$ cat config.mk
export PLATFORM = sky130hd
export DESIGN_NAME = lis_search_ctrl
export DESIGN_NICKNAME = d
export VERILOG_FILES = /design/src/rtl/core/lis_pkg.sv /design/src/rtl/core/lis_search_ctrl.sv
export SDC_FILE = /design/constraint.sdc
export NUM_CORES = 1
export LEC_CHECK = 0
export BUFFER_PORTS_ARGS = -buffer_cell sky130_fd_sc_hd__buf_2
export CAP_MARGIN = 20
export CELL_PAD_IN_SITES_DETAIL_PLACEMENT = 0
export CELL_PAD_IN_SITES_GLOBAL_PLACEMENT = 1
export CORE_ASPECT_RATIO = 0.7
export CORE_MARGIN = 8
export CORE_UTILIZATION = 35
export DETAILED_ROUTE_END_ITERATION = 8
export GPL_ROUTABILITY_DRIVEN = 1
export HOLD_SLACK_MARGIN = 0.03
export PLACE_DENSITY = 0.69
export SLEW_MARGIN = 20
export SYNTH_ARGS = -nofsm -noshare
export SYNTH_HDL_FRONTEND = slang
export SYNTH_SLANG_ARGS = --single-unit
$ cat constraint.sdc
create_clock -name clk -period 6.8 [get_ports clk]
set_input_delay 1.02 -clock clk [delete_from_list [all_inputs] [get_ports clk]]
set_output_delay 1.02 -clock clk [all_outputs]
set_load 0.005 [all_outputs]
$ cat src/rtl/core/lis_pkg.sv
`timescale 1ns / 1ps
`default_nettype none

package lis_pkg;

	// table geometry
	localparam int unsigned MAX_LEN = 1024;
	localparam int unsigned ADDR_W  = $clog2(MAX_LEN);
	localparam int unsigned CNT_W   = ADDR_W + 1;
	localparam int unsigned DATA_W  = 32;
	localparam int unsigned LEN_W   = 11;

	typedef enum logic [1:0] {
		ST_IDLE,
		ST_SEARCH,
		ST_RESULT
	} state_t;

	// one result beat handed from the controller to the output register
	typedef struct packed {
		logic [LEN_W-1:0] length;
		logic             overflow;
	} res_t;

endpackage

`default_nettype wire

$ cat src/rtl/core/lis_search_ctrl.sv
`timescale 1ns / 1ps
`default_nettype none

module lis_search_ctrl (
	input  logic                              clk,
	input  logic                              arst_n,
	input  logic                              in_valid,
	output logic                              in_stall,
	input  logic signed [lis_pkg::DATA_W-1:0] sample_value,
	input  logic                              start_sequence,
	output logic                              ram_wr_en,
	output logic [lis_pkg::ADDR_W-1:0]        ram_wr_addr,
	output logic [lis_pkg::DATA_W-1:0]        ram_wr_data,
	output logic                              ram_rd_en,
	output logic [lis_pkg::ADDR_W-1:0]        ram_rd_addr,
	input  logic [lis_pkg::DATA_W-1:0]        ram_rd_data,
	output logic                              res_valid,
	input  logic                              res_take,
	output lis_pkg::res_t                     res
);

	lis_pkg::state_t state_q, state_d;

	logic [lis_pkg::CNT_W-1:0]         count_q, count_d;
	logic                              ovf_q, ovf_d;
	logic signed [lis_pkg::DATA_W-1:0] last_q, last_d;
	logic signed [lis_pkg::DATA_W-1:0] key_q, key_d;
	logic [lis_pkg::ADDR_W-1:0]        lo_q, lo_d;
	logic [lis_pkg::ADDR_W-1:0]        hi_q, hi_d;
	logic [lis_pkg::ADDR_W-1:0]        mid_q, mid_d;

	logic [lis_pkg::CNT_W-1:0]  cnt_eff;
	logic                       ovf_eff;
	logic [lis_pkg::CNT_W-1:0]  top_idx;
	logic [lis_pkg::ADDR_W-1:0] nlo, nhi, nmid, span;
	logic                       probe_ge;

	always_ff @(posedge clk or negedge arst_n) begin
		if (!arst_n) begin
			state_q <= lis_pkg::ST_IDLE;
			count_q <= '0;
			ovf_q   <= 1'b0;
		end else begin
			state_q <= state_d;
			count_q <= count_d;
			ovf_q   <= ovf_d;
		end
	end

	always_ff @(posedge clk) begin
		last_q <= last_d;
		key_q  <= key_d;
		lo_q   <= lo_d;
		hi_q   <= hi_d;
		mid_q  <= mid_d;
	end

	// search step: narrow the window on the probe just read
	always_comb begin
		probe_ge = $signed(ram_rd_data) >= key_q;
		nlo      = probe_ge ? lo_q : mid_q + lis_pkg::ADDR_W'(1);
		nhi      = probe_ge ? mid_q : hi_q;
		span     = nhi - nlo;
		nmid     = nlo + (span >> 1);
	end

	always_comb begin
		state_d     = state_q;
		count_d     = count_q;
		ovf_d       = ovf_q;
		last_d      = last_q;
		key_d       = key_q;
		lo_d        = lo_q;
		hi_d        = hi_q;
		mid_d       = mid_q;
		ram_wr_en   = 1'b0;
		ram_wr_addr = '0;
		ram_wr_data = key_q;
		ram_rd_en   = 1'b0;
		ram_rd_addr = mid_q;
		in_stall    = 1'b1;
		res_valid   = 1'b0;
		cnt_eff     = start_sequence ? '0 : count_q;
		ovf_eff     = start_sequence ? 1'b0 : ovf_q;
		top_idx     = cnt_eff - lis_pkg::CNT_W'(1);

		unique case (state_q)
			lis_pkg::ST_IDLE: begin
				in_stall = 1'b0;
				if (in_valid) begin
					key_d       = sample_value;
					ram_wr_data = sample_value;
					count_d     = cnt_eff;
					ovf_d       = ovf_eff;
					state_d     = lis_pkg::ST_RESULT;
					if (cnt_eff == '0) begin
						// empty table: first tail
						ram_wr_en   = 1'b1;
						ram_wr_addr = '0;
						count_d     = lis_pkg::CNT_W'(1);
						last_d      = sample_value;
					end else if (sample_value > last_q) begin
						if (cnt_eff < lis_pkg::CNT_W'(lis_pkg::MAX_LEN)) begin
							ram_wr_en   = 1'b1;
							ram_wr_addr = cnt_eff[lis_pkg::ADDR_W-1:0];
							count_d     = cnt_eff + lis_pkg::CNT_W'(1);
							last_d      = sample_value;
						end else begin
							// table full: drop and flag
							ovf_d = 1'b1;
						end
					end else if (top_idx == '0) begin
						// single entry, replace it directly
						ram_wr_en   = 1'b1;
						ram_wr_addr = '0;
						last_d      = sample_value;
					end else begin
						lo_d        = '0;
						hi_d        = top_idx[lis_pkg::ADDR_W-1:0];
						mid_d       = top_idx[lis_pkg::ADDR_W:1];
						ram_rd_en   = 1'b1;
						ram_rd_addr = top_idx[lis_pkg::ADDR_W:1];
						state_d     = lis_pkg::ST_SEARCH;
					end
				end
			end
			lis_pkg::ST_SEARCH: begin
				lo_d  = nlo;
				hi_d  = nhi;
				mid_d = nmid;
				if (nlo == nhi) begin
					ram_wr_en   = 1'b1;
					ram_wr_addr = nlo;
					if ({1'b0, nlo} == count_q - lis_pkg::CNT_W'(1)) begin
						last_d = key_q;
					end
					state_d = lis_pkg::ST_RESULT;
				end else begin
					ram_rd_en   = 1'b1;
					ram_rd_addr = nmid;
				end
			end
			lis_pkg::ST_RESULT: begin
				res_valid = 1'b1;
				if (res_take) begin
					state_d = lis_pkg::ST_IDLE;
				end
			end
			default: begin
				state_d = lis_pkg::ST_IDLE;
			end
		endcase
	end

	assign res.length   = count_q[lis_pkg::LEN_W-1:0];
	assign res.overflow = ovf_q;

endmodule

`default_nettype wire

==> results of run 1 <==
logic make-up (layout without fill, tap and decap cells):
family                   Yosys count  in the layout
AND/OR/NAND/NOR                  321            321
AO/OA/AOI/OAI                    262            262
buffers and inverters            135            349
flip-flops                       108            108
adder cells (fa/ha/maj)           89             89
XOR/XNOR                          43             43
multiplexers                      20             20
final timing paths:
kind | from | to | slack [ns] | cells after the start
max | ram_rd_data[30] | ram_rd_addr[8] | -0.15 | 25
max in group asynchronous | arst_n | state_q[0] | 5.96 | 1
max reg2reg | key_q[31] | mid_q[9] | 1.49 | 24
min | ovf_q | ovf_q | 0.53 | 2
min in group asynchronous | arst_n | count_q[9] | 0.56 | 1
min reg2reg | ovf_q | ovf_q | 0.53 | 2
per-stage QoR:
| step | worst slack, ns | util, % | setup TNS (ns) | cells |
|---|---|---|---|---|
| 2_1_floorplan | 0.00463 | - | 0 | 978 |
| 3_3_place_gp | -0.442 | 42.4 | -1.55 | 1478 |
| 3_5_place_dp | -0.471 | 42.4 | -1.64 | 1478 |
| 4_1_cts | -0.0241 | 46.1 | -0.0241 | 1505 |
| 5_1_grt | -0.383 | 46.8 | -1.36 | 1510 |
| 6_report | -0.147 | 46.8 | -0.241 | 1510 |
layer usage:
| metal | track usage, % | wire length, µm | share of wire, % |
|---|---|---|---|
| met3 | 4.27 | 1750 | 6.2 |
| met4 | 3.23 | 257 | 0.91 |
| met2 | 26.7 | 11500 | 41 |
| met1 | 29.3 | 14700 | 52 |
| met5 | 0 | 0 | 0 |
sequential cells by signal (all words and copies together) (netlist names):
name	cells
lo_q	10
mid_q	10
count_q	11
hi_q	10
state_q	2
key_q	32
ovf_q	1
last_q	32
final cells by class:
type / instances / area, µm² / share of cell area [%]
inverters: 88 / 330 / 3.00
well taps: 318 / 398 / 3.61
flip-flops and latches: 108 / 2850 / 25.9
multi-input cells: 735 / 5580 / 50.6
clock inverters: 3 / 16.3 / 0.148
repair buffers: 245 / 1570 / 14.2
clock buffers: 13 / 282 / 2.55
worst min-delay path: stages, from the launching register on:
cell	delay (ns)
dfrtp_1	0.35
a31oi_1	0.05
a21oi_1	0.10
layout by cell type, fill, tap and decap left out, types with 20 or more instances in the layout:
cell	count
buf_2	129
edfxtp_1	62
buf_4	102
a21oi_1	41
dfxtp_1	32
nand2_1	129
ha_4	20
xnor2_1	23
inv_1	84
ha_1	63
o21ai_0	106
nand3_1	25
a21o_1	20
nor2_1	62
timing repair:
item | in CTS | in global routing
endpoints found under the setup margin | 6 | 6
setup buffers | 13 | 6
endpoints found under the hold margin | 0 | 0
gates resized for setup | 79 | 17
pin swaps | 50 | 25
hold buffers | 0 | 0
==> results.ini, run 1 <==
[sta]
tightestPinTransition_ns = 0.951
slew_headroom_pct = 36.4
fmax_ghz = 0.144
grt_setup_unrepaired = true
fin_ws_ns = -0.147
whs_ns = 0.534
finalCriticalPeriod_ns = 6.95
min_period_over_period_pct = 102
setup_violations = 4
hold_viol = 0
skew_ns = 0.0130
final-max-slew-violation-count = 0

[synth]
synthSimpleGateAreaFrac_pct = 18.7
synth_fa_ha_area_share_pct = 13.5
synth_top_family_by_area = compound AO/OA/AOI/OAI gates
synth_area_um2 = 8380
yosysSeqAreaShare_pct = 34.1
synth_area_leaders = edfxtp_1 22%, ha_1 13%, dfxtp_1 7.6%
avgSynthCellArea_um2 = 8.57
netlist-cell-type-count = 85
ys_warn_count = 0
synth_top_area_cell = edfxtp_1
synth_edf_count = 62
synthArstFlopShare_pct = 13.0
yosysTopAreaCellShare_pct = 22.2
synth_compound_area_share_pct = 19.8
ys.flop_type = edfxtp_1
syn_inst = 978
synth_mux_area_share_pct = 3.00
syn_nets = 1136
yosys-top-cells-count = 132 x nand2_1, 109 x o21ai_0, 87 x ha_1, 87 x inv_1, 65 x nor2_1
synth.most_common_cell = nand2_1
synth-seq-cells = 108
synthXorXnorAreaFrac_pct = 4.59

[place]
gp_congestion = 0.918
post-dp-hpwl_um = 22000
place_area_um2 = 9990
io_buffer_count = 136

[critical_path]
crit_slowest_cell = o41ai_4
crit_path_max_incr_delay_ns = 0.38
arrival_ns = 5.93
cp_max_fo = 5
cp-end-kind = output port
cp.required_ns = 5.78
setup.worst_path.class = in -> out
cp-start-kind = primary input
critPathTopFamily = compound AO/OA/AOI/OAI gates
critPathBufInv = 8

[clock_network]
clkTransAtPathRegs_ns = 0.07
root_buffer = clkbuf_16
cts.sink_count = 108
clk_latency_ns = 0.37
cts_tree = built
cts_buffers = 9
clockBufferDepth = 2
htree_num_levels = 3

[layout]
n_antenna_cell = 0
final_cell_area_um2 = 11000
area_growth_pct = 31.6
fill_cells = 2329
nNetsFinal = 1345
drive_above_1_share_pct = 31.0

[floorplan]
pin_count = 137
die_x_um = 201
start_util_pct = 35.5
fp.dieH_um = 145
core_area_um2 = 23600
rows = 47
die-area_um2 = 29200

[grt]
antenna_found_initial = 0
grt_pass1_wl_um = 44600
grt_max_degree = 74
grt-ovfl-total = 0
grt_pass1_vias = 7591
track_usage_pct = 19.1

[drt]
vias_per_cell = 5.19
drc_errors = 0
first_pass_iters = 5
wl_per_cell_um = 18.7
detail-route-antenna-nets = 0
drt_iter0_markers = 477
vias = 7842
drt_wl_total_um = 28300

[status]
violations = setup timing
outcome = finished, violations left

[min_path]
hp-class = reg -> reg

[job]
cap_violations = 0

Power of run 1 is left out: the tool's default activity adds up to more than one toggle a clock period on the data nets, which glitch-free logic cannot reach.
==> inputs of run 2 (changes only) <==
--- a/config.mk
+++ b/config.mk
@@ -10,7 +10,7 @@
 export CELL_PAD_IN_SITES_DETAIL_PLACEMENT = 0
 export CELL_PAD_IN_SITES_GLOBAL_PLACEMENT = 1
 export CORE_ASPECT_RATIO = 0.7
-export CORE_MARGIN = 8
+export CORE_MARGIN = 2
 export CORE_UTILIZATION = 35
 export DETAILED_ROUTE_END_ITERATION = 8
 export GPL_ROUTABILITY_DRIVEN = 1
==> results.ini, run 2 (synthesis gave the netlist of run 1 again) <==
[status]
outcome = finished, violations left
violations = setup timing

[critical_path]
crit_path_max_incr_delay_ns = 0.37
crit_slowest_cell = o41ai_4
cp-end-kind = output port
cp_max_fo = 5
cp-startpoint = ram_rd_data[30]
cp.required_ns = 5.78
cp-start-kind = primary input
setup.worst_path.class = in -> out
rr_startpoint = key_q[31]
arrival_ns = 5.84

[sta]
setup_violations = 2
fmax_ghz = 0.146
whs_ns = 0.534
slew_headroom_pct = 44.5
min_period_over_period_pct = 101
tightestPinTransition_ns = 0.829
final-max-slew-violation-count = 0
fin_ws_ns = -0.0560
grt_setup_unrepaired = true
hold_viol = 0
finalCriticalPeriod_ns = 6.86
skew_ns = 0.0109

[drt]
wl_met1_um = 14500
vias_per_cell = 5.20
drt_iter0_markers = 610
first_pass_iters = 5
wl_met3_um = 1930
detail-route-antenna-nets = 0
wl_per_cell_um = 18.3
route.met2.wl_um = 11400
drc_errors = 0
vias = 7970
drt_wl_total_um = 28100
routed.top_layer = met4

[job]
cap_violations = 0

[grt]
grt_max_degree = 72
grt_pass1_wl_um = 43300
antenna_found_initial = 0
grt-ovfl-total = 0
track_usage_pct = 22.3
grt_pass1_vias = 7518

[clock_network]
clk_latency_ns = 0.36
cts_buffers = 9
clockBufferDepth = 2
hold_buffers = 0
clkTransAtPathRegs_ns = 0.07
cts.sink_count = 108
cts_tree = built
root_buffer = clkbuf_16
htree_num_levels = 3

[place]
io_buffer_count = 136
post-dp-hpwl_um = 21200
place_area_um2 = 9980
gp_congestion = 0.881

[floorplan]
fp.dieH_um = 133
die_x_um = 189
rows = 47
core_area_um2 = 23600
start_util_pct = 35.5
pin_count = 137
die-area_um2 = 25200

[layout]
fill_cells = 2290
area_growth_pct = 34.6
drive_above_1_share_pct = 32.6
top_regs = key_q x32, last_q x32, count_q x11
final_cell_mix = 131 x buf_2, 128 x nand2_1, 120 x buf_4
n_antenna_cell = 0
mostFrequentLayoutCell = buf_2
nNetsFinal = 1368
final_cell_area_um2 = 11300

[min_path]
hold_start = ovf_q
hp-class = reg -> reg

run 2: path summary, 6_finish.rpt:
check	slack (ns)	to	cells after the start
min in group asynchronous	0.58	state_q[1]	1
worst min-delay path	0.53	ovf_q	2
worst min register to register	0.53	ovf_q	2
worst max-delay path	-0.06	ram_rd_addr[8]	26
max in group asynchronous	5.92	ovf_q	1
worst max register to register	0.48	mid_q[7]	39
run 2: final cells by class:
| type | count | area [µm²] | share of cell area, % |
|---|---|---|---|
| repair buffers | 268 | 1760 | 15.6 |
| clock buffers | 11 | 243 | 2.15 |
| clock inverters | 5 | 51.3 | 0.455 |
| flip-flops and latches | 108 | 2850 | 25.3 |
| well taps | 318 | 398 | 3.53 |
| inverters | 88 | 333 | 2.95 |
| multi-input cells | 735 | 5640 | 50.0 |
run 2: per-stage QoR:
| stage | instances | TNS, ns | util [%] | worst slack, ns |
|---|---|---|---|---|
| after floorplan | 978 | 0 | - | 0.00463 |
| after global placement | 1476 | -1.91 | 42.3 | -0.509 |
| after detailed placement | 1476 | -2.33 | 42.3 | -0.561 |
| after CTS | 1517 | -0.437 | 45.6 | -0.148 |
| after global routing | 1533 | -1.07 | 47.8 | -0.289 |
| final | 1533 | -0.0926 | 47.8 | -0.0560 |
run 2: repair_timing:
action	4_1_cts	5_1_grt
pin swaps	46	49
buffers inserted	27	16
resized for setup	54	55
setup endpoints to repair	6	7
run 2: worst max-delay path, delay by kind of cell:
family / cells / cell delay, ns
AO/OA/AOI/OAI: 8 / 1.90
buffers and inverters: 8 / 1.00
adder cells (fa/ha/maj): 3 / 0.81
AND/OR/NAND/NOR: 4 / 0.49
multiplexers: 1 / 0.31
XOR/XNOR: 2 / 0.27
run 2: per-layer routing:
layer  GRT usage (%)  up-vias
met5               0        -
met4            4.12        0
met3            4.19       16
met2            31.2      255
met1            35.2     3733
li1                -     3966
Power of run 2 is left out for the same reason.
==> inputs of run 3 (changes only) <==
--- a/config.mk
+++ b/config.mk
@@ -15,8 +15,9 @@
 export DETAILED_ROUTE_END_ITERATION = 8
 export GPL_ROUTABILITY_DRIVEN = 1
 export HOLD_SLACK_MARGIN = 0.03
-export PLACE_DENSITY = 0.69
-export SLEW_MARGIN = 20
+export MAX_ROUTING_LAYER = met4
+export PLACE_DENSITY = 0.66
+export SLEW_MARGIN = 15
 export SYNTH_ARGS = -nofsm -noshare
 export SYNTH_HDL_FRONTEND = slang
 export SYNTH_SLANG_ARGS = --single-unit
==> constraint.sdc (replaced) <==
create_clock -name clk -period 8.8 [get_ports clk]
set_input_delay 1.32 -clock clk [delete_from_list [all_inputs] [get_ports clk]]
set_output_delay 1.32 -clock clk [all_outputs]
set_load 0.005 [all_outputs]
==> results.ini, run 3 (synthesis gave the netlist of run 1 again) <==
[clock_network]
cts_tree = built
post-cts-setup-buffers = 0
htree_num_levels = 3
clkTransAtPathRegs_ns = 0.08
cts_buffers = 9
hold_buffers = 0
clockBufferDepth = 2
cts.sink_count = 108
post_cts_resized = 0
root_buffer = clkbuf_16
clk_latency_ns = 0.37

[job]
cap_violations = 0

[critical_path]
cp.required_ns = 7.48
critPathBufInv = 3
critPathTopFamily = compound AO/OA/AOI/OAI gates
cp_max_fo = 12
arrival_ns = 7.09
cp_common_cell = a21oi_1
cp-start-kind = primary input
crit_path_max_incr_delay_ns = 0.47
setup.worst_path.class = in -> out
cp-end-kind = output port
crit_slowest_cell = o31ai_2

[drt]
vias = 7306
first_pass_iters = 6
vias_per_cell = 5.17
drt_wl_total_um = 26200
drc_errors = 0
wl_per_cell_um = 18.6
drt_iter0_markers = 442
detail-route-antenna-nets = 0

[sta]
grt_setup_unrepaired = false
hold_viol = 0
slew_headroom_pct = 34.2
final-max-slew-violation-count = 0
tns_ns = 0
setup_violations = 0
finalCriticalPeriod_ns = 8.41
fmax_ghz = 0.119
tightestPinTransition_ns = 0.987
skew_ns = 0.00867
min_period_over_period_pct = 95.6

[layout]
top_regs = key_q x32, last_q x32, count_q x11
multi_input_area_um2 = 5010
n_antenna_cell = 0
drive_above_1_share_pct = 19.2
area_growth_pct = 15.6
final_cell_mix = 136 x buf_2, 131 x nand2_1, 109 x o21ai_0
nNetsFinal = 1247
fill_cells = 2430
register_area_um2 = 2850
mostFrequentLayoutCell = buf_2
final_cell_count_no_fill = 1412

[place]
gp_congestion = 0.915
place_inst = 1396
io_buffer_count = 136
post-dp-hpwl_um = 20500

[grt]
track_usage_pct = 21.9
grt_max_degree = 71
grt_pass1_vias = 6740
antenna_found_initial = 1
grt-ovfl-total = 0
grt_pass1_wl_um = 40500

[floorplan]
core_area_um2 = 23600
fp.dieH_um = 133
pin_count = 137
die-area_um2 = 25200
die_x_um = 189
start_util_pct = 35.5
rows = 47

[min_path]
hp-class = reg -> reg

[status]
outcome = finished clean

## run 3: cell count changes in the layout (fill, tap and decap cells not counted), sizes merged
cell / previous run / this run
buf: 268 / 147
clkinv: 3 / 2
clkbuf: 11 / 12
## run 3: layout make-up
type,instances,share of cell area (%)
clock buffer,12,2.88
clock inverter,4,0.543
inverter,88,3.41
multi-input combinational,735,51.7
sequential,108,29.5
tap,318,4.11
timing repair buffer,147,7.88
## run 3: path summary, 6_finish.rpt
kind | start | endpoint | slack (ns) | depth (start not counted)
max | ram_rd_data[7] | ram_rd_addr[9] | 0.39 | 26
min | ovf_q | ovf_q | 0.54 | 2
max reg2reg | key_q[7] | mid_q[9] | 2.70 | 25
min reg2reg | ovf_q | ovf_q | 0.54 | 2
max in group asynchronous | arst_n | count_q[2] | 7.63 | 1
min in group asynchronous | arst_n | state_q[1] | 0.87 | 1
## run 3: routing by layer
layer	routed length [µm]	vias to the layer above	track usage (%)
met2	10200	238	29.2
met5	0	-	-
met3	1760	19	4.61
li1	-	3715	-
met1	13900	3334	33.3
met4	291	0	4.51
## run 3: worst register-to-register path: cells and delay by family, from the launching register on
family / cells / cell delay, ns
AND/OR/NAND/NOR: 5 / 1.09
flip-flops: 1 / 0.31
multiplexers: 1 / 0.08
XOR/XNOR: 1 / 0.09
AO/OA/AOI/OAI: 12 / 2.87
buffers and inverters: 2 / 0.11
adder cells (fa/ha/maj): 4 / 1.29
## run 3: metrics by stage
step,utilization (%),hold slack (ns),cell area [µm²],worst slack (ns)
finish,41.1,0.539,9680,0.388
floorplan,-,0.492,8380,1.32
global route,41.1,0.566,9680,0.0384
detailed placement,39.7,0.521,9350,0.447
global placement,39.7,0.515,9350,0.531
CTS,41.1,0.547,9680,0.411
Power of run 3 is left out for the same reason.
